$ cat src/mpsu_pkg.sv
`timescale 1ns / 1ps
// ----------------------------------------------------------------------------
// mpsu_pkg
// Shared types and constants of the message passing process scheduler.
// ----------------------------------------------------------------------------
package mpsu_pkg;

  localparam int unsigned MaxProcs = 32;
  localparam int unsigned NumPrio  = 3;
  localparam int unsigned NumIrqs  = 32;

  localparam int unsigned PidW  = $clog2(MaxProcs);
  localparam int unsigned LinkW = PidW + 1;
  localparam int unsigned CntW  = $clog2(MaxProcs + 1);
  localparam int unsigned PrioW = $clog2(NumPrio + 1);
  localparam int unsigned QW    = (NumPrio > 1) ? $clog2(NumPrio) : 1;
  localparam int unsigned IrqW  = (NumIrqs > 1) ? $clog2(NumIrqs) : 1;

  localparam logic [7:0] AnyTypeReset   = 8'hff;
  localparam logic [7:0] IntrTypeReset  = 8'd2;
  localparam logic [7:0] ReplyTypeReset = 8'd1;

  // Null link: top bit set.
  localparam logic [LinkW-1:0] LinkNil = {1'b1, {PidW{1'b0}}};

  typedef enum logic [3:0] {
    ActCreate  = 4'd0,
    ActYield   = 4'd1,
    ActSend    = 4'd2,
    ActReceive = 4'd3,
    ActSendRec = 4'd4,
    ActExit    = 4'd5,
    ActConnect = 4'd6,
    ActSetPrio = 4'd7,
    ActIntr    = 4'd8,
    ActPreempt = 4'd9
  } action_e;

  typedef enum logic [2:0] {
    ErrNone     = 3'd0,
    ErrBadDest  = 3'd1,
    ErrBadPrio  = 3'd2,
    ErrBadIntr  = 3'd3,
    ErrTooMany  = 3'd4
  } err_e;

  typedef enum logic [2:0] {
    StDead      = 3'd0,
    StActive    = 3'd1,
    StSending   = 3'd2,
    StReceiving = 3'd3,
    StSendRec   = 3'd4,
    StIdling    = 3'd5
  } status_e;

  localparam logic [1:0] CfgAnyType   = 2'd0;
  localparam logic [1:0] CfgIntrType  = 2'd1;
  localparam logic [1:0] CfgReplyType = 2'd2;

  typedef struct packed {
    status_e          status;
    logic [PrioW-1:0] prio;
    logic [7:0]       wanted;
    logic             pend;
    logic [LinkW-1:0] link;
    logic [LinkW-1:0] sqh;
  } entry_t;

  typedef struct packed {
    logic [PidW-1:0] raddr;
    logic            we;
    logic [PidW-1:0] waddr;
    entry_t          wdata;
  } ptab_req_t;

endpackage

$ cat src/mpsu_if.sv
`timescale 1ns / 1ps
// ----------------------------------------------------------------------------
// mpsu_cmd_if / mpsu_res_if
// Valid/ready channels for kernel requests and their results.
// ----------------------------------------------------------------------------
interface mpsu_cmd_if;
  logic       valid;
  logic       ready;
  logic [3:0] action;
  logic [4:0] target_pid;
  logic [7:0] msg_type;
  logic [4:0] irq_number;
  logic [1:0] priority_value;

  modport source (output valid, action, target_pid, msg_type, irq_number, priority_value,
                  input ready);
  modport sink (input valid, action, target_pid, msg_type, irq_number, priority_value,
                output ready);
endinterface

interface mpsu_res_if;
  logic       valid;
  logic       ready;
  logic [4:0] current_pid;
  logic       delivered;
  logic [4:0] deliver_to;
  logic [4:0] deliver_from;
  logic       from_hardware;
  logic [7:0] deliver_type;
  logic [4:0] new_pid;
  logic [2:0] error;

  modport source (output valid, current_pid, delivered, deliver_to, deliver_from,
                  from_hardware, deliver_type, new_pid, error, input ready);
  modport sink (input valid, current_pid, delivered, deliver_to, deliver_from,
                from_hardware, deliver_type, new_pid, error, output ready);
endinterface

$ cat src/mpsu_ptab.sv
`timescale 1ns / 1ps
// ----------------------------------------------------------------------------
// mpsu_ptab
// Process table: one read and one write port, registered read, write-through.
// ----------------------------------------------------------------------------
module mpsu_ptab (
  input  logic                clk_i,
  input  logic                rst_ni,
  input  mpsu_pkg::ptab_req_t req_i,
  output mpsu_pkg::entry_t    rdata_o
);

  mpsu_pkg::entry_t                 mem_q [mpsu_pkg::MaxProcs];
  logic [mpsu_pkg::MaxProcs-1:0]    valid_q;
  mpsu_pkg::entry_t                 rd_q;
  logic                             rd_valid_q;
  logic                             rd_zero_q;
  logic                             fwd;
  mpsu_pkg::entry_t                 rst_entry;

  assign fwd = req_i.we && (req_i.waddr == req_i.raddr);

  always_ff @(posedge clk_i) begin
    if (req_i.we) begin
      mem_q[req_i.waddr] <= req_i.wdata;
    end
    rd_q <= fwd ? req_i.wdata : mem_q[req_i.raddr];
  end

  always_ff @(posedge clk_i or negedge rst_ni) begin
    if (!rst_ni) begin
      valid_q    <= '0;
      rd_valid_q <= 1'b0;
      rd_zero_q  <= 1'b0;
    end else begin
      if (req_i.we) begin
        valid_q[req_i.waddr] <= 1'b1;
      end
      rd_valid_q <= fwd | valid_q[req_i.raddr];
      rd_zero_q  <= (req_i.raddr == '0);
    end
  end

  // Entries never written read as their reset value.
  always_comb begin
    rst_entry.status = rd_zero_q ? mpsu_pkg::StIdling : mpsu_pkg::StDead;
    rst_entry.prio   = rd_zero_q ? mpsu_pkg::PrioW'(mpsu_pkg::NumPrio)
                                 : mpsu_pkg::PrioW'(mpsu_pkg::NumPrio - 1);
    rst_entry.wanted = mpsu_pkg::AnyTypeReset;
    rst_entry.pend   = 1'b0;
    rst_entry.link   = mpsu_pkg::LinkNil;
    rst_entry.sqh    = mpsu_pkg::LinkNil;
  end

  assign rdata_o = rd_valid_q ? rd_q : rst_entry;

endmodule

$ cat src/message_passing_process_scheduler_unit.sv
`timescale 1ns / 1ps
// ----------------------------------------------------------------------------
// message_passing_process_scheduler_unit
// Rendezvous message-passing kernel with fixed-priority FIFO ready queues.
// ----------------------------------------------------------------------------
//  channel | dir | handshake          | payload
//  cmd_i   | in  | valid/ready        | action, target_pid, msg_type, irq_number,
//          |     |                    | priority_value
//  res_o   | out | valid/ready        | current_pid, delivery fields, new_pid, error
//  cfg     | in  | cfg_we_i (no wait) | cfg_index_i, cfg_data_i
//
// One request at a time. A request runs through the sequencer states from acceptance
// to a valid result, plus one list step for each sender queue entry visited. The walk
// is paced by the single read port of the process table, whose registered read gives
// one list step per cycle.
// Reset clears all control state at once; table entries never written read as
// their reset value through per-entry valid bits, so no clearing pass is run.
// A finished result waits in the output register; the next request is taken
// while it waits, and the sequencer only stalls at its end if it is still held.
// ----------------------------------------------------------------------------
module message_passing_process_scheduler_unit (
  input  logic              clk_i,
  input  logic              rst_ni,
  mpsu_cmd_if.sink          cmd_i,
  mpsu_res_if.source        res_o,
  input  logic              cfg_we_i,
  input  logic [1:0]        cfg_index_i,
  input  logic [7:0]        cfg_data_i
);

  localparam int unsigned PidW  = mpsu_pkg::PidW;
  localparam int unsigned LinkW = mpsu_pkg::LinkW;
  localparam int unsigned CntW  = mpsu_pkg::CntW;
  localparam int unsigned PrioW = mpsu_pkg::PrioW;
  localparam int unsigned QW    = mpsu_pkg::QW;
  localparam int unsigned IrqW  = mpsu_pkg::IrqW;
  localparam int unsigned NS    = 33;

  typedef enum logic [NS-1:0] {
    SIdle    = NS'(1) << 0,
    SDecode  = NS'(1) << 1,
    SCrWr    = NS'(1) << 2,
    SYpGo    = NS'(1) << 3,
    SPrStart = NS'(1) << 4,
    SPrWr    = NS'(1) << 5,
    SPrQ     = NS'(1) << 6,
    SPrTWr   = NS'(1) << 7,
    SPnA     = NS'(1) << 8,
    SPnB     = NS'(1) << 9,
    SSdChk   = NS'(1) << 10,
    SSrRd    = NS'(1) << 11,
    SSrWr    = NS'(1) << 12,
    SSjRd    = NS'(1) << 13,
    SSjWr    = NS'(1) << 14,
    SJsRd    = NS'(1) << 15,
    SJsChk   = NS'(1) << 16,
    SJsWalk  = NS'(1) << 17,
    SRcChk   = NS'(1) << 18,
    SRcWalk  = NS'(1) << 19,
    SRcUlRd  = NS'(1) << 20,
    SRcUlWr  = NS'(1) << 21,
    SRcSRd   = NS'(1) << 22,
    SRcSWr   = NS'(1) << 23,
    SRcBkRd  = NS'(1) << 24,
    SRcBkWr  = NS'(1) << 25,
    SExWr    = NS'(1) << 26,
    SCnWr    = NS'(1) << 27,
    SSpWr    = NS'(1) << 28,
    SInChk   = NS'(1) << 29,
    SInCur   = NS'(1) << 30,
    SInCur2  = NS'(1) << 31,
    SFin     = NS'(1) << 32
  } state_e;

  state_e state_q, state_d, ret_q, ret_d;

  // Request fields.
  logic [3:0]       act_q, act_d;
  logic [PidW-1:0]  dest_q, dest_d;
  logic [7:0]       type_q, type_d;
  logic [4:0]       irq_q, irq_d;
  logic [1:0]       pval_q, pval_d;
  logic [PidW-1:0]  cur_q, cur_d;

  // Scheduler state held in flops.
  logic [PidW-1:0]  running_q, running_d;
  logic [CntW-1:0]  count_q, count_d;
  logic [LinkW-1:0] head_q [mpsu_pkg::NumPrio];
  logic [LinkW-1:0] head_d [mpsu_pkg::NumPrio];
  logic [LinkW-1:0] tail_q [mpsu_pkg::NumPrio];
  logic [LinkW-1:0] tail_d [mpsu_pkg::NumPrio];
  logic [PidW-1:0]  hdl_q [mpsu_pkg::NumIrqs];
  logic [PidW-1:0]  hdl_d [mpsu_pkg::NumIrqs];
  logic [7:0]       any_q, intr_q, reply_q;

  // Sequencer working registers.
  logic [PidW-1:0]  pp_q, pp_d;
  logic [PrioW-1:0] pprio_q, pprio_d;
  logic [PidW-1:0]  ptr_q, ptr_d;
  logic [LinkW-1:0] prev_q, prev_d;
  logic [CntW-1:0]  steps_q, steps_d;
  logic [QW-1:0]    pnq_q, pnq_d;
  mpsu_pkg::entry_t ent_q, ent_d;

  // Result being built.
  logic             dlv_q, dlv_d, hw_q, hw_d;
  logic [PidW-1:0]  dto_q, dto_d, dfrom_q, dfrom_d, npid_q, npid_d;
  logic [7:0]       dtype_q, dtype_d;
  mpsu_pkg::err_e   err_q, err_d;

  // Output register.
  logic             ov_q;
  logic [4:0]       o_cur_q, o_dto_q, o_dfrom_q, o_npid_q;
  logic             o_dlv_q, o_hw_q;
  logic [7:0]       o_dtype_q;
  logic [2:0]       o_err_q;
  logic             load_out;

  mpsu_pkg::ptab_req_t req;
  mpsu_pkg::entry_t    rd;
  mpsu_pkg::entry_t    wr;

  logic             pn_found;
  logic [QW-1:0]    pn_idx;
  logic [IrqW-1:0]  irq_idx;
  logic [QW-1:0]    pq;
  logic             any_t;
  logic [CntW-1:0]  steps_n;

  mpsu_ptab u_ptab (
    .clk_i   (clk_i),
    .rst_ni  (rst_ni),
    .req_i   (req),
    .rdata_o (rd)
  );

  assign cmd_i.ready = (state_q == SIdle);
  assign irq_idx     = IrqW'(irq_q);
  assign pq          = QW'(pprio_q);
  assign any_t       = (type_q == any_q);
  assign steps_n     = steps_q + CntW'(1);

  function automatic logic takes(mpsu_pkg::entry_t e, logic [7:0] t, logic [7:0] any_code);
    return (e.status == mpsu_pkg::StReceiving) && ((e.wanted == any_code) || (e.wanted == t));
  endfunction

  // First non-empty ready queue, highest priority first.
  always_comb begin
    pn_found = 1'b0;
    pn_idx   = '0;
    for (int q = mpsu_pkg::NumPrio - 1; q >= 0; q--) begin
      if (!head_q[q][PidW]) begin
        pn_found = 1'b1;
        pn_idx   = QW'(q);
      end
    end
  end

  always_comb begin
    state_d   = state_q;
    ret_d     = ret_q;
    act_d     = act_q;
    dest_d    = dest_q;
    type_d    = type_q;
    irq_d     = irq_q;
    pval_d    = pval_q;
    cur_d     = cur_q;
    running_d = running_q;
    count_d   = count_q;
    head_d    = head_q;
    tail_d    = tail_q;
    hdl_d     = hdl_q;
    pp_d      = pp_q;
    pprio_d   = pprio_q;
    ptr_d     = ptr_q;
    prev_d    = prev_q;
    steps_d   = steps_q;
    pnq_d     = pnq_q;
    ent_d     = ent_q;
    dlv_d     = dlv_q;
    hw_d      = hw_q;
    dto_d     = dto_q;
    dfrom_d   = dfrom_q;
    npid_d    = npid_q;
    dtype_d   = dtype_q;
    err_d     = err_q;
    load_out  = 1'b0;

    wr        = rd;
    req.raddr = cur_q;
    req.we    = 1'b0;
    req.waddr = cur_q;
    req.wdata = wr;

    unique case (state_q)
      SIdle: begin
        if (cmd_i.valid) begin
          act_d   = cmd_i.action;
          dest_d  = cmd_i.target_pid;
          type_d  = cmd_i.msg_type;
          irq_d   = cmd_i.irq_number;
          pval_d  = cmd_i.priority_value;
          cur_d   = running_q;
          dlv_d   = 1'b0;
          hw_d    = 1'b0;
          dto_d   = '0;
          dfrom_d = '0;
          npid_d  = '0;
          dtype_d = '0;
          err_d   = mpsu_pkg::ErrNone;
          state_d = SDecode;
        end
      end

      SDecode: begin
        case (act_q)
          mpsu_pkg::ActCreate: begin
            if (count_q >= CntW'(mpsu_pkg::MaxProcs)) begin
              err_d   = mpsu_pkg::ErrTooMany;
              state_d = SFin;
            end else begin
              state_d = SCrWr;
            end
          end
          mpsu_pkg::ActYield, mpsu_pkg::ActPreempt: state_d = SYpGo;
          mpsu_pkg::ActSend, mpsu_pkg::ActSendRec: begin
            req.raddr = dest_q;
            if (CntW'(dest_q) >= count_q) begin
              err_d   = mpsu_pkg::ErrBadDest;
              state_d = SFin;
            end else begin
              state_d = SSdChk;
            end
          end
          mpsu_pkg::ActReceive: state_d = SRcChk;
          mpsu_pkg::ActExit:    state_d = SExWr;
          mpsu_pkg::ActConnect: begin
            state_d = (32'(irq_q) >= mpsu_pkg::NumIrqs) ? SFin : SCnWr;
          end
          mpsu_pkg::ActSetPrio: begin
            if (32'(pval_q) > mpsu_pkg::NumPrio - 1) begin
              err_d   = mpsu_pkg::ErrBadPrio;
              state_d = SFin;
            end else begin
              state_d = SSpWr;
            end
          end
          mpsu_pkg::ActIntr: begin
            req.raddr = hdl_q[irq_idx];
            if ((32'(irq_q) >= mpsu_pkg::NumIrqs) || (hdl_q[irq_idx] == '0)) begin
              err_d   = mpsu_pkg::ErrBadIntr;
              state_d = SFin;
            end else begin
              state_d = SInChk;
            end
          end
          default: state_d = SFin;
        endcase
      end

      // Create: write the whole fresh entry, then append it to its queue.
      SCrWr: begin
        wr.status = mpsu_pkg::StActive;
        wr.prio   = PrioW'(mpsu_pkg::NumPrio - 1);
        wr.wanted = any_q;
        wr.pend   = 1'b0;
        wr.link   = mpsu_pkg::LinkNil;
        wr.sqh    = mpsu_pkg::LinkNil;
        req.we    = 1'b1;
        req.waddr = PidW'(count_q);
        req.wdata = wr;
        npid_d    = PidW'(count_q);
        count_d   = count_q + CntW'(1);
        pp_d      = PidW'(count_q);
        pprio_d   = PrioW'(mpsu_pkg::NumPrio - 1);
        ret_d     = SFin;
        state_d   = SPrQ;
      end

      SYpGo: begin
        pp_d    = cur_q;
        pprio_d = rd.prio;
        ret_d   = SPnA;
        state_d = SPrStart;
      end

      // Make ready: mark active, unlink, append at the queue tail.
      SPrStart: begin
        req.raddr = pp_q;
        state_d   = (32'(pprio_q) >= mpsu_pkg::NumPrio) ? ret_q : SPrWr;
      end
      SPrWr: begin
        wr.status = mpsu_pkg::StActive;
        wr.link   = mpsu_pkg::LinkNil;
        req.we    = 1'b1;
        req.waddr = pp_q;
        req.wdata = wr;
        state_d   = SPrQ;
      end
      SPrQ: begin
        req.raddr = tail_q[pq][PidW-1:0];
        if (head_q[pq][PidW] || tail_q[pq][PidW]) begin
          head_d[pq] = {1'b0, pp_q};
          tail_d[pq] = {1'b0, pp_q};
          state_d    = ret_q;
        end else begin
          state_d    = SPrTWr;
        end
      end
      SPrTWr: begin
        wr.link    = {1'b0, pp_q};
        req.we     = 1'b1;
        req.waddr  = tail_q[pq][PidW-1:0];
        req.wdata  = wr;
        tail_d[pq] = {1'b0, pp_q};
        state_d    = ret_q;
      end

      // Pick next: pop the head of the first non-empty queue.
      SPnA: begin
        req.raddr = head_q[pn_idx][PidW-1:0];
        pnq_d     = pn_idx;
        if (pn_found) begin
          state_d   = SPnB;
        end else begin
          running_d = '0;
          state_d   = SFin;
        end
      end
      SPnB: begin
        running_d     = head_q[pnq_q][PidW-1:0];
        head_d[pnq_q] = rd.link;
        state_d       = SFin;
      end

      SSdChk: begin
        if (rd.status == mpsu_pkg::StDead) begin
          err_d   = mpsu_pkg::ErrBadDest;
          state_d = SFin;
        end else if (takes(rd, type_q, any_q)) begin
          dlv_d   = 1'b1;
          dto_d   = dest_q;
          dfrom_d = cur_q;
          dtype_d = type_q;
          pp_d    = dest_q;
          pprio_d = rd.prio;
          ret_d   = (act_q == mpsu_pkg::ActSendRec) ? SSrRd : SFin;
          state_d = SPrStart;
        end else begin
          state_d = SSjRd;
        end
      end
      SSrRd: state_d = SSrWr;
      SSrWr: begin
        wr.status = mpsu_pkg::StReceiving;
        wr.wanted = reply_q;
        req.we    = 1'b1;
        req.wdata = wr;
        state_d   = SPnA;
      end

      // Block the sender and append it to the destination's sender queue.
      SSjRd: state_d = SSjWr;
      SSjWr: begin
        wr.status = (act_q == mpsu_pkg::ActSend) ? mpsu_pkg::StSending : mpsu_pkg::StSendRec;
        wr.wanted = type_q;
        wr.link   = mpsu_pkg::LinkNil;
        req.we    = 1'b1;
        req.wdata = wr;
        state_d   = SJsRd;
      end
      SJsRd: begin
        req.raddr = dest_q;
        state_d   = SJsChk;
      end
      SJsChk: begin
        req.raddr = rd.sqh[PidW-1:0];
        if (rd.sqh[PidW]) begin
          wr.sqh    = {1'b0, cur_q};
          req.we    = 1'b1;
          req.waddr = dest_q;
          req.wdata = wr;
          state_d   = SPnA;
        end else begin
          ptr_d   = rd.sqh[PidW-1:0];
          steps_d = '0;
          state_d = SJsWalk;
        end
      end
      SJsWalk: begin
        req.raddr = rd.link[PidW-1:0];
        if (!rd.link[PidW] && (steps_q < CntW'(mpsu_pkg::MaxProcs))) begin
          ptr_d   = rd.link[PidW-1:0];
          steps_d = steps_n;
        end else begin
          wr.link   = {1'b0, cur_q};
          req.we    = 1'b1;
          req.waddr = ptr_q;
          req.wdata = wr;
          state_d   = SPnA;
        end
      end

      // Receive: pending interrupt first, then search the sender queue.
      SRcChk: begin
        req.raddr = rd.sqh[PidW-1:0];
        if (rd.pend && (any_t || (type_q == intr_q))) begin
          wr.pend   = 1'b0;
          req.we    = 1'b1;
          req.wdata = wr;
          dlv_d     = 1'b1;
          dto_d     = cur_q;
          hw_d      = 1'b1;
          dtype_d   = intr_q;
          state_d   = SFin;
        end else if ((type_q != intr_q) && !rd.sqh[PidW]) begin
          ptr_d   = rd.sqh[PidW-1:0];
          prev_d  = mpsu_pkg::LinkNil;
          steps_d = '0;
          state_d = SRcWalk;
        end else begin
          state_d = SRcBkRd;
        end
      end
      SRcWalk: begin
        req.raddr = rd.link[PidW-1:0];
        if (any_t || (rd.wanted == type_q)) begin
          ent_d   = rd;
          dlv_d   = 1'b1;
          dto_d   = cur_q;
          dfrom_d = ptr_q;
          dtype_d = rd.wanted;
          state_d = SRcUlRd;
        end else begin
          prev_d = {1'b0, ptr_q};
          if (rd.link[PidW] || (steps_n >= CntW'(mpsu_pkg::MaxProcs))) begin
            state_d = SRcBkRd;
          end else begin
            ptr_d   = rd.link[PidW-1:0];
            steps_d = steps_n;
          end
        end
      end
      SRcUlRd: begin
        req.raddr = prev_q[PidW] ? cur_q : prev_q[PidW-1:0];
        state_d   = SRcUlWr;
      end
      SRcUlWr: begin
        // Unlink the matched sender from its predecessor or the queue head.
        if (prev_q[PidW]) begin
          wr.sqh = ent_q.link;
        end else begin
          wr.link = ent_q.link;
        end
        req.we    = 1'b1;
        req.waddr = prev_q[PidW] ? cur_q : prev_q[PidW-1:0];
        req.wdata = wr;
        if (ent_q.status == mpsu_pkg::StSending) begin
          pp_d    = ptr_q;
          pprio_d = ent_q.prio;
          ret_d   = SFin;
          state_d = SPrStart;
        end else begin
          state_d = SRcSRd;
        end
      end
      SRcSRd: begin
        req.raddr = ptr_q;
        state_d   = SRcSWr;
      end
      SRcSWr: begin
        wr.status = mpsu_pkg::StReceiving;
        wr.wanted = reply_q;
        req.we    = 1'b1;
        req.waddr = ptr_q;
        req.wdata = wr;
        state_d   = SFin;
      end
      SRcBkRd: state_d = SRcBkWr;
      SRcBkWr: begin
        wr.status = mpsu_pkg::StReceiving;
        wr.wanted = type_q;
        req.we    = 1'b1;
        req.wdata = wr;
        state_d   = SPnA;
      end

      SExWr: begin
        wr.status = mpsu_pkg::StDead;
        req.we    = 1'b1;
        req.wdata = wr;
        state_d   = SPnA;
      end
      SCnWr: begin
        wr.prio         = '0;
        req.we          = 1'b1;
        req.wdata       = wr;
        hdl_d[irq_idx]  = cur_q;
        state_d         = SFin;
      end
      SSpWr: begin
        wr.prio   = PrioW'(pval_q);
        req.we    = 1'b1;
        req.wdata = wr;
        state_d   = SFin;
      end

      // Interrupt: wake the handler at top priority, or flag it pending.
      SInChk: begin
        if (takes(rd, intr_q, any_q)) begin
          dlv_d   = 1'b1;
          dto_d   = hdl_q[irq_idx];
          hw_d    = 1'b1;
          dtype_d = intr_q;
          pp_d    = hdl_q[irq_idx];
          pprio_d = '0;
          ret_d   = SInCur;
          state_d = SPrStart;
        end else begin
          wr.pend   = 1'b1;
          req.we    = 1'b1;
          req.waddr = hdl_q[irq_idx];
          req.wdata = wr;
          state_d   = SFin;
        end
      end
      SInCur: state_d = SInCur2;
      SInCur2: begin
        if (rd.prio != '0) begin
          pp_d    = cur_q;
          pprio_d = rd.prio;
          ret_d   = SPnA;
          state_d = SPrStart;
        end else begin
          state_d = SFin;
        end
      end

      SFin: begin
        if (!ov_q || res_o.ready) begin
          load_out = 1'b1;
          state_d  = SIdle;
        end
      end

      default: state_d = SIdle;
    endcase
  end

  always_ff @(posedge clk_i or negedge rst_ni) begin
    if (!rst_ni) begin
      state_q   <= SIdle;
      ret_q     <= SFin;
      running_q <= '0;
      count_q   <= CntW'(1);
      for (int i = 0; i < mpsu_pkg::NumPrio; i++) begin
        head_q[i] <= mpsu_pkg::LinkNil;
        tail_q[i] <= mpsu_pkg::LinkNil;
      end
      for (int i = 0; i < mpsu_pkg::NumIrqs; i++) begin
        hdl_q[i] <= '0;
      end
      any_q     <= mpsu_pkg::AnyTypeReset;
      intr_q    <= mpsu_pkg::IntrTypeReset;
      reply_q   <= mpsu_pkg::ReplyTypeReset;
      ov_q      <= 1'b0;
    end else begin
      state_q   <= state_d;
      ret_q     <= ret_d;
      running_q <= running_d;
      count_q   <= count_d;
      head_q    <= head_d;
      tail_q    <= tail_d;
      hdl_q     <= hdl_d;
      if (cfg_we_i) begin
        case (cfg_index_i)
          mpsu_pkg::CfgAnyType:   any_q   <= cfg_data_i;
          mpsu_pkg::CfgIntrType:  intr_q  <= cfg_data_i;
          mpsu_pkg::CfgReplyType: reply_q <= cfg_data_i;
          default: ;
        endcase
      end
      if (load_out) begin
        ov_q <= 1'b1;
      end else if (res_o.ready) begin
        ov_q <= 1'b0;
      end
    end
  end

  // Payload and working registers: no reset needed.
  always_ff @(posedge clk_i) begin
    act_q   <= act_d;
    dest_q  <= dest_d;
    type_q  <= type_d;
    irq_q   <= irq_d;
    pval_q  <= pval_d;
    cur_q   <= cur_d;
    pp_q    <= pp_d;
    pprio_q <= pprio_d;
    ptr_q   <= ptr_d;
    prev_q  <= prev_d;
    steps_q <= steps_d;
    pnq_q   <= pnq_d;
    ent_q   <= ent_d;
    dlv_q   <= dlv_d;
    hw_q    <= hw_d;
    dto_q   <= dto_d;
    dfrom_q <= dfrom_d;
    npid_q  <= npid_d;
    dtype_q <= dtype_d;
    err_q   <= err_d;
    if (load_out) begin
      o_cur_q   <= 5'(running_q);
      o_dlv_q   <= dlv_q;
      o_dto_q   <= 5'(dto_q);
      o_dfrom_q <= 5'(dfrom_q);
      o_hw_q    <= hw_q;
      o_dtype_q <= dtype_q;
      o_npid_q  <= 5'(npid_q);
      o_err_q   <= err_q;
    end
  end

  assign res_o.valid         = ov_q;
  assign res_o.current_pid   = o_cur_q;
  assign res_o.delivered     = o_dlv_q;
  assign res_o.deliver_to    = o_dto_q;
  assign res_o.deliver_from  = o_dfrom_q;
  assign res_o.from_hardware = o_hw_q;
  assign res_o.deliver_type  = o_dtype_q;
  assign res_o.new_pid       = o_npid_q;
  assign res_o.error         = o_err_q;

endmodule

$ cat src/flat_wrapper.sv
// flat-port wrapper written by rule: the top's interface ports become plain ports
module message_passing_process_scheduler_unit_flat 
  (clk_i, rst_ni, cfg_we_i, cfg_index_i, cfg_data_i, cmd_i_valid, cmd_i_action, cmd_i_target_pid, cmd_i_msg_type, cmd_i_irq_number, cmd_i_priority_value, cmd_i_ready, res_o_valid, res_o_current_pid, res_o_delivered, res_o_deliver_to, res_o_deliver_from, res_o_from_hardware, res_o_deliver_type, res_o_new_pid, res_o_error, res_o_ready);
  mpsu_cmd_if cmd_i_i ();
  mpsu_res_if res_o_i ();
  input  logic clk_i;
  input  logic rst_ni;
  input  logic cfg_we_i;
  input  logic [1:0] cfg_index_i;
  input  logic [7:0] cfg_data_i;
  input wire logic [$bits(cmd_i_i.valid)-1:0] cmd_i_valid;
  input wire logic [$bits(cmd_i_i.action)-1:0] cmd_i_action;
  input wire logic [$bits(cmd_i_i.target_pid)-1:0] cmd_i_target_pid;
  input wire logic [$bits(cmd_i_i.msg_type)-1:0] cmd_i_msg_type;
  input wire logic [$bits(cmd_i_i.irq_number)-1:0] cmd_i_irq_number;
  input wire logic [$bits(cmd_i_i.priority_value)-1:0] cmd_i_priority_value;
  output wire logic [$bits(cmd_i_i.ready)-1:0] cmd_i_ready;
  output wire logic [$bits(res_o_i.valid)-1:0] res_o_valid;
  output wire logic [$bits(res_o_i.current_pid)-1:0] res_o_current_pid;
  output wire logic [$bits(res_o_i.delivered)-1:0] res_o_delivered;
  output wire logic [$bits(res_o_i.deliver_to)-1:0] res_o_deliver_to;
  output wire logic [$bits(res_o_i.deliver_from)-1:0] res_o_deliver_from;
  output wire logic [$bits(res_o_i.from_hardware)-1:0] res_o_from_hardware;
  output wire logic [$bits(res_o_i.deliver_type)-1:0] res_o_deliver_type;
  output wire logic [$bits(res_o_i.new_pid)-1:0] res_o_new_pid;
  output wire logic [$bits(res_o_i.error)-1:0] res_o_error;
  input wire logic [$bits(res_o_i.ready)-1:0] res_o_ready;
  assign cmd_i_i.valid = cmd_i_valid;
  assign cmd_i_i.action = cmd_i_action;
  assign cmd_i_i.target_pid = cmd_i_target_pid;
  assign cmd_i_i.msg_type = cmd_i_msg_type;
  assign cmd_i_i.irq_number = cmd_i_irq_number;
  assign cmd_i_i.priority_value = cmd_i_priority_value;
  assign cmd_i_ready = cmd_i_i.ready;
  assign res_o_valid = res_o_i.valid;
  assign res_o_current_pid = res_o_i.current_pid;
  assign res_o_delivered = res_o_i.delivered;
  assign res_o_deliver_to = res_o_i.deliver_to;
  assign res_o_deliver_from = res_o_i.deliver_from;
  assign res_o_from_hardware = res_o_i.from_hardware;
  assign res_o_deliver_type = res_o_i.deliver_type;
  assign res_o_new_pid = res_o_i.new_pid;
  assign res_o_error = res_o_i.error;
  assign res_o_i.ready = res_o_ready;
  message_passing_process_scheduler_unit u_core (.clk_i(clk_i), .rst_ni(rst_ni), .cmd_i(cmd_i_i), .res_o(res_o_i), .cfg_we_i(cfg_we_i), .cfg_index_i(cfg_index_i), .cfg_data_i(cfg_data_i));
endmodule
$ cat config.mk
export PLATFORM = sky130hd
export DESIGN_NAME = message_passing_process_scheduler_unit_flat
export DESIGN_NICKNAME = d
export VERILOG_FILES = /design/src/mpsu_pkg.sv /design/src/mpsu_if.sv /design/src/mpsu_ptab.sv /design/src/message_passing_process_scheduler_unit.sv /design/src/flat_wrapper.sv
export SDC_FILE = /design/constraint.sdc
export NUM_CORES = 2
export LEC_CHECK = 0
export ABC_AREA = 1
export BUFFER_PORTS_ARGS = -buffer_cell sky130_fd_sc_hd__buf_2
export CORE_ASPECT_RATIO = 1.4
export CORE_MARGIN = 2
export CORE_UTILIZATION = 45
export DETAILED_ROUTE_END_ITERATION = 6
export GPL_ROUTABILITY_DRIVEN = 0
export GPL_TIMING_DRIVEN = 0
export PLACE_DENSITY = 0.61
export SLEW_MARGIN = 20
export SYNTH_ARGS = -nofsm -noshare
export SYNTH_HDL_FRONTEND = slang
export SYNTH_SLANG_ARGS = --single-unit
$ cat constraint.sdc
create_clock -name clk_i -period 5.13 [get_ports clk_i]
set_clock_uncertainty 0.2 [all_clocks]
set_input_delay 0.7695 -clock clk_i [delete_from_list [all_inputs] [get_ports clk_i]]
set_output_delay 0.7695 -clock clk_i [all_outputs]
set_load 0.02 [all_outputs]
-- Word level (Yosys, flattened, before mapping)
Memory sizes are Yosys's and may differ from the RTL's. A register that Yosys moved wholly into a read port is not among the register bits.
Cells that the tools add are included.
- shift operators: 0
- eq/ne operators: 78
- mux-type cells: 155
- multipliers: 0
- bitwise operators: 6
- $lt $le $gt $ge: 16
- reductions and logical operators: 64
- $add $sub $neg: 2
- div/mod/pow operators: 0
- operators by type and width (operator ; count):
    one-hot mux 33 bit (27 select lines) ; 1
    2-to-1 mux 33 bit ; 22
    one-hot mux 26 bit (14 select lines) ; 1
    one-hot mux 33 bit (8 select lines) ; 1
    one-hot mux 33 bit (6 select lines) ; 1
    bitwise mux 160 bit ; 1
    2-to-1 mux 5 bit ; 26
    2-to-1 mux 6 bit ; 17
    2-to-1 mux 32 bit ; 3
    one-hot mux 18 bit (2 select lines) ; 2
    bitwise mux 18 bit ; 3
    2-to-1 mux 18 bit ; 3
    binary-select mux 6 bit (select 2 bit) ; 4
    2-to-1 mux 8 bit ; 6
    one-hot mux 5 bit (9 select lines) ; 1
    equality test 8 bit ; 5
    one-hot mux 5 bit (8 select lines) ; 1
    one-hot mux 8 bit (5 select lines) ; 1
    equality test 33 x 1 -> 1 bit (second input constant) ; 1
    equality test 33 x 10 -> 1 bit (second input constant) ; 1
    equality test 33 x 11 -> 1 bit (second input constant) ; 1
    equality test 33 x 12 -> 1 bit (second input constant) ; 1
    equality test 33 x 13 -> 1 bit (second input constant) ; 1
    equality test 33 x 14 -> 1 bit (second input constant) ; 1
    other kinds (103) ; 216
- memories: 1
- input bits: 39
- memory bits (read-only): 0
- latch bits: 0
- bits in writable memories: 832
- register bits: 459
- memories (name ; depth ; bits a word ; read ports ; clocked after Yosys merged registers in ; wr ports ; RTL line ; source):
    u_core.u_ptab.mem_q ; 32 ; 26 ; 1 ; 1 ; 1 ; mpsu_ptab.sv:13 ; mpsu_pkg::entry_t mem_q [mpsu_pkg::MaxProcs];

-- Longest topological paths before layout
- depth after elaboration: 12
- gate-level depth with buffers: 29

-- Cells and area by module
A second synthesis with hierarchy kept.
- cell total of the unflattened synthesis: 5997
- area total of the unflattened synthesis: 58120.7 µm²
- by module, submodules not included (module ; instances ; area an instance (µm²) ; cells an instance):
    mpsu_ptab ; 1 ; 35122.4 ; 2995
    message_passing_process_scheduler_unit ; 1 ; 22998.3 ; 3002

-- Least setup slack after synthesis
OpenSTA, ideal clock, no wires.
- kind: flip-flop to flip-flop
- start: reg u_core.state_q[8]
- end: mem u_core.u_ptab.mem_q[6][0] (netlist name), enable pin
- path buffers: 0
- slack: 0.949 ns
- arrival: 3.572 ns
- cell stages (with the launch flop): 20
- cells stage by stage: dfrtp_1 nor2_2 nand2_1 nor2_4 nand2_2 nor2_4 nand2_2 inv_1 nand2_1 nand3_2 inv_1 nor3_2 nand3_1 nor2_1 nand2_1 nand2_1 nand2_4 nor2_4 nand2_2 nor2_1
- longest elaborated chain between the ends: 5
- elaborated cells between the ends (all ways): 20
- classes of those cells: eq/ne (15); mux (4); reduce/logical (1)
- RTL lines (item ; RTL line ; source):
    start: declaration ; message_passing_process_scheduler_unit.sv:75 ; state_e state_q, state_d, ret_q, ret_d;
    start signal: assignment ; message_passing_process_scheduler_unit.sv:552 ; state_q <= SIdle;
    start signal: assignment ; message_passing_process_scheduler_unit.sv:568 ; state_q <= state_d;
    equality test 33 x 3 -> 1 bit (tied with other cells) ; message_passing_process_scheduler_unit.sv:195 ; unique case (state_q)
    OR reduction 11 bit (no source line) ; n/a ;
    one-hot mux 1 bit (5 select lines) ; message_passing_process_scheduler_unit.sv:195 ;
    2-to-1 mux 1 bit ; mpsu_ptab.sv:24 ; if (req_i.we) begin
    2-to-1 mux 1 bit (implied by the code) ; mpsu_ptab.sv:25 ; mem_q[req_i.waddr] <= req_i.wdata;
    end: declaration ; mpsu_ptab.sv:13 ;
Parallel ways exist; a longest one is shown, timed or not.

==> key figures <==
STA
  • Worst rel slew slack: 0.240
  • Fmax: approximately 0.20 GHz
  • Pins Over Slew Limit: 0
  • Crit path time final: between 5000 and 6000 ps
  • Hold_ws: 52.7 ps
  • Fin. Hold Viols: 0
  • Final setup fails: 0
  • Post-route setup slack: 8.94 ps
  • Period Utilization, post-route: 0.998
  • Slew @ Worst Pin: between 1000 and 1500 ps

Clock tree
  • Bufs on Longest Clock Path: 3
  • CTS tree: yes
  • CTS H-tree depth: 3
  • Clock buffer count from CTS: 113
  • Worst-path clk slew: 60 ps
  • CTS sink cnt: 1267
  • Worst skew pair latency: 770 ps
  • Clk root buf: clkbuf_16

Floorplanning
  • Rows: about 150
  • Die X: 299 microns
  • Die area: 125000 sq um
  • IO Count: 74
  • Die H: 418 microns
  • Core Footprint: 121000 sq um
  • Starting Density: 0.454

Worst setup path
  • Worst setup EP type: flip-flop
  • R2R depth: 15
  • Worst-path fanout max: 13
  • WP data required: 5380 ps
  • Flop-to-flop setup slack: 9 ps
  • Crit path arrival time: ~5400 ps
  • Worst setup path class: flip-flop to flip-flop
  • FF-to-FF End: u_core.u_ptab.mem_q[11][11]$_DFFE_PP_
  • CP Launch Type: flip-flop

Logic synthesis
  • Syn Area/Cell: 10.8 sq um
  • Synthesized netlist cell count: between 5000 and 6000
  • Number of synthesized flops with an enable pin: 959
  • Post-synth ARST share: 0.239
  • Yosys reg bits: approximately 1300
  • Post-synthesis cell area: 55000 sq um
  • Synthesis Warnings: 0
  • Syn nets: 5124
  • Ys flop type: edfxtp_1
  • Seq/Total Area, Yosys: 0.664
  • Post-synthesis cell type count: 65

Layout
  • Final Util: 0.530
  • Most frequent cells in the layout: edfxtp_1, nand2_1, nor2_1
  • Post-layout nets: between 5000 and 6000
  • Share of cells above drive strength 1: 0.131
  • Finished Layout Cells: 7097
  • Area delta synth->final: 16.8%
  • Commonest non-fill, non-tap cell in the layout: edfxtp_1

GRT
  • Vias in the first global route: 40985
  • Tot GR Track Use: 0.307
  • Antenna violations before repair: 4
  • Largest net degree at the start of global routing: slightly below 100
  • First-pass GRT wire length: approximately 280000 microns
  • Global route overflow: 0

Detailed routing
  • Vias/cell: 6.00
  • TritonRoute pass-1 iters: 7
  • Iteration-0 DRC Markers: 5801
  • Vias: 42603
  • Per-cell routed wire length: 27.5 microns
  • WL final: 195000 microns
  • DRC viols: 1
  • Routed Antenna Nets: 0

Pwr
  • Pwr/cell area: 498 nW/um^2
  • Leak: 24.5 nW
  • Peak VDD IR: ~0.40 mV

Min path
  • WHS Path Cells: 1
  • HP Class: primary input to flip-flop
  • WHS Endpoint: u_core.act_q[2]$_DFFE_PP_
  • Hold Crit Start: cmd_i_action[2]

Place
  • Final HPWL DP: 133000 microns
  • Port buffer count: 73
  • # placed instances: 6831
  • Placement Setup Slack: -891 ps

Run status
  • Failing checks: DRC
  • Status: complete, but fails checks

Job
  • Max_cap viols: 0
## cells in the mapped netlist, drive strengths merged (3+ instances only)
master,instances,area share
a211oi,5,0.00068
a21oi,62,0.0059
a221o,7,0.0013
a221oi,11,0.0019
a22o,3,0.00048
a22oi,87,0.012
a31oi,14,0.0016
and3,3,0.00034
buf,153,0.019
clkbuf,106,0.0072
clkinv,6,0.00043
dfrtp,284,0.13
dfstp,19,0.0091
dfxtp,5,0.0018
edfxtp,959,0.52
ha,8,0.0018
inv,349,0.024
nand2,907,0.063
nand3,353,0.034
nand4,64,0.0078
nor2,687,0.048
nor3,56,0.0064
nor3b,5,0.00068
nor4,23,0.0026
o211ai,34,0.0048
o21a,5,0.00068
o21ai,636,0.058
o21bai,3,0.00041
o221ai,116,0.018
o22ai,64,0.0073
o31ai,11,0.0015
or2,3,0.00034
xor2,15,0.0024
## stage by stage
stage | cell area (sq um) | power (W) | TNS (ps)
after global placement | 57400 | 0.0227 | -3686530
after global routing | 64200 | 0.0330 | -43.9
after CTS | 64100 | 0.0318 | 0
final | 64200 | 0.0320 | 0
after detailed placement | 59700 | 0.0232 | -520660
after floorplan | 55000 | 0.0188 | 0
## worst max path at each step
stage | from | to | slack, ps | depth (start not counted)
2_1_floorplan | u_core.state_q[8]$_DFFE_PN0P_ | u_core.u_ptab.mem_q[6][0]$_DFFE_PP_ | 950 | 19
3_3_place_gp | flip-flop | u_core.u_ptab.mem_q[16][11]$_DFFE_PP_ | -3600 | 13
3_5_place_dp | flip-flop | u_core.u_ptab.mem_q[19][6]$_DFFE_PP_ | -890 | 15
4_1_cts | flip-flop | u_core.u_ptab.mem_q[8][11]$_DFFE_PP_ | 20 | 16
5_1_grt | flip-flop | u_core.u_ptab.mem_q[25][16]$_DFFE_PP_ | -10 | 25
6_report | flip-flop | u_core.u_ptab.mem_q[11][11]$_DFFE_PP_ | 9 | 15
## power breakdown
group | switching (W) | total (W) | internal (W)
clock | 0.00394 | 0.00871 | 0.00477
combinational | 0.00759 | 0.0101 | 0.00248
sequential | 0.000262 | 0.0132 | 0.0130
total | 0.0118 | 0.0320 | 0.0202
## flip-flops by register name, indices dropped and copies added (netlist names), 6 cells and up, named ones only
name and count:
u_core.u_ptab.mem_q 832, u_core.hdl_q 160, u_core.state_q 33, u_core.u_ptab.valid_q 32
u_core.head_q 18, u_core.tail_q 18, u_core.ent_q 11, u_core.any_q 8
u_core.dtype_q 8, u_core.intr_q 8, u_core.reply_q 8, u_core.res_o.deliver_type 8
u_core.type_q 8, u_core.count_q 6, u_core.prev_q 6, u_core.steps_q 6
## critical path: stages, from the launching register on
cell	delay, ps
dfxtp_1	310
clkbuf_1	320
buf_2	410
buf_4	290
buf_2	350
clkbuf_2	350
o21ai_0	180
o21ai_2	390
o21bai_4	200
nor2_1	240
nand2_1	200
nand4_4	260
nand3_4	160
buf_4	250
nor2_4	410
buf_16	240
## per-layer routing
| metal | vias up | part of all wire | GRT usage |
|---|---|---|---|
| li1 | 18625 | - | - |
| met1 | 20732 | 0.36 | 0.378 |
| met2 | 2568 | 0.48 | 0.507 |
| met3 | 678 | 0.097 | 0.0450 |
| met4 | 0 | 0.071 | 0.195 |
| met5 | - | 0 | 0 |
## cell families (layout without fill, tap and decap cells)
logic type / count (synthesis) / after routing / synth area share
simple gates: 2103 / 2103 / 0.165
flops: 1267 / 1267 / 0.664
compound gates: 1069 / 1069 / 0.117
buf+inv: 614 / 1027 / 0.0504
xor+xnor: 16 / 16 / 0.00255
fa+ha+maj: 8 / 8 / 0.00182
other cells: 0 / 1 / 0
## area by class of cell
type                    instances  area [sq um]
flip-flops and latches       1267         36500
repair buffers                206          2980
plain buffers                 257          1470
fillers                     10306         56900
inverters                     355          1340
diodes                          1          2.50
clock buffers                 139          3070
clock inverters                70           686
well taps                    1606          2010
multi-input cells            3196         16200
## timing repair
action                     in CTS  in global routing
hold buffers                   18                  0
pin swaps                      20                  8
buffers inserted               31                  9
resized for setup              20                 18
setup endpoints to repair     860                672
hold endpoints to repair       56                  0
Note: power is estimated with default switching activity, not from simulation.
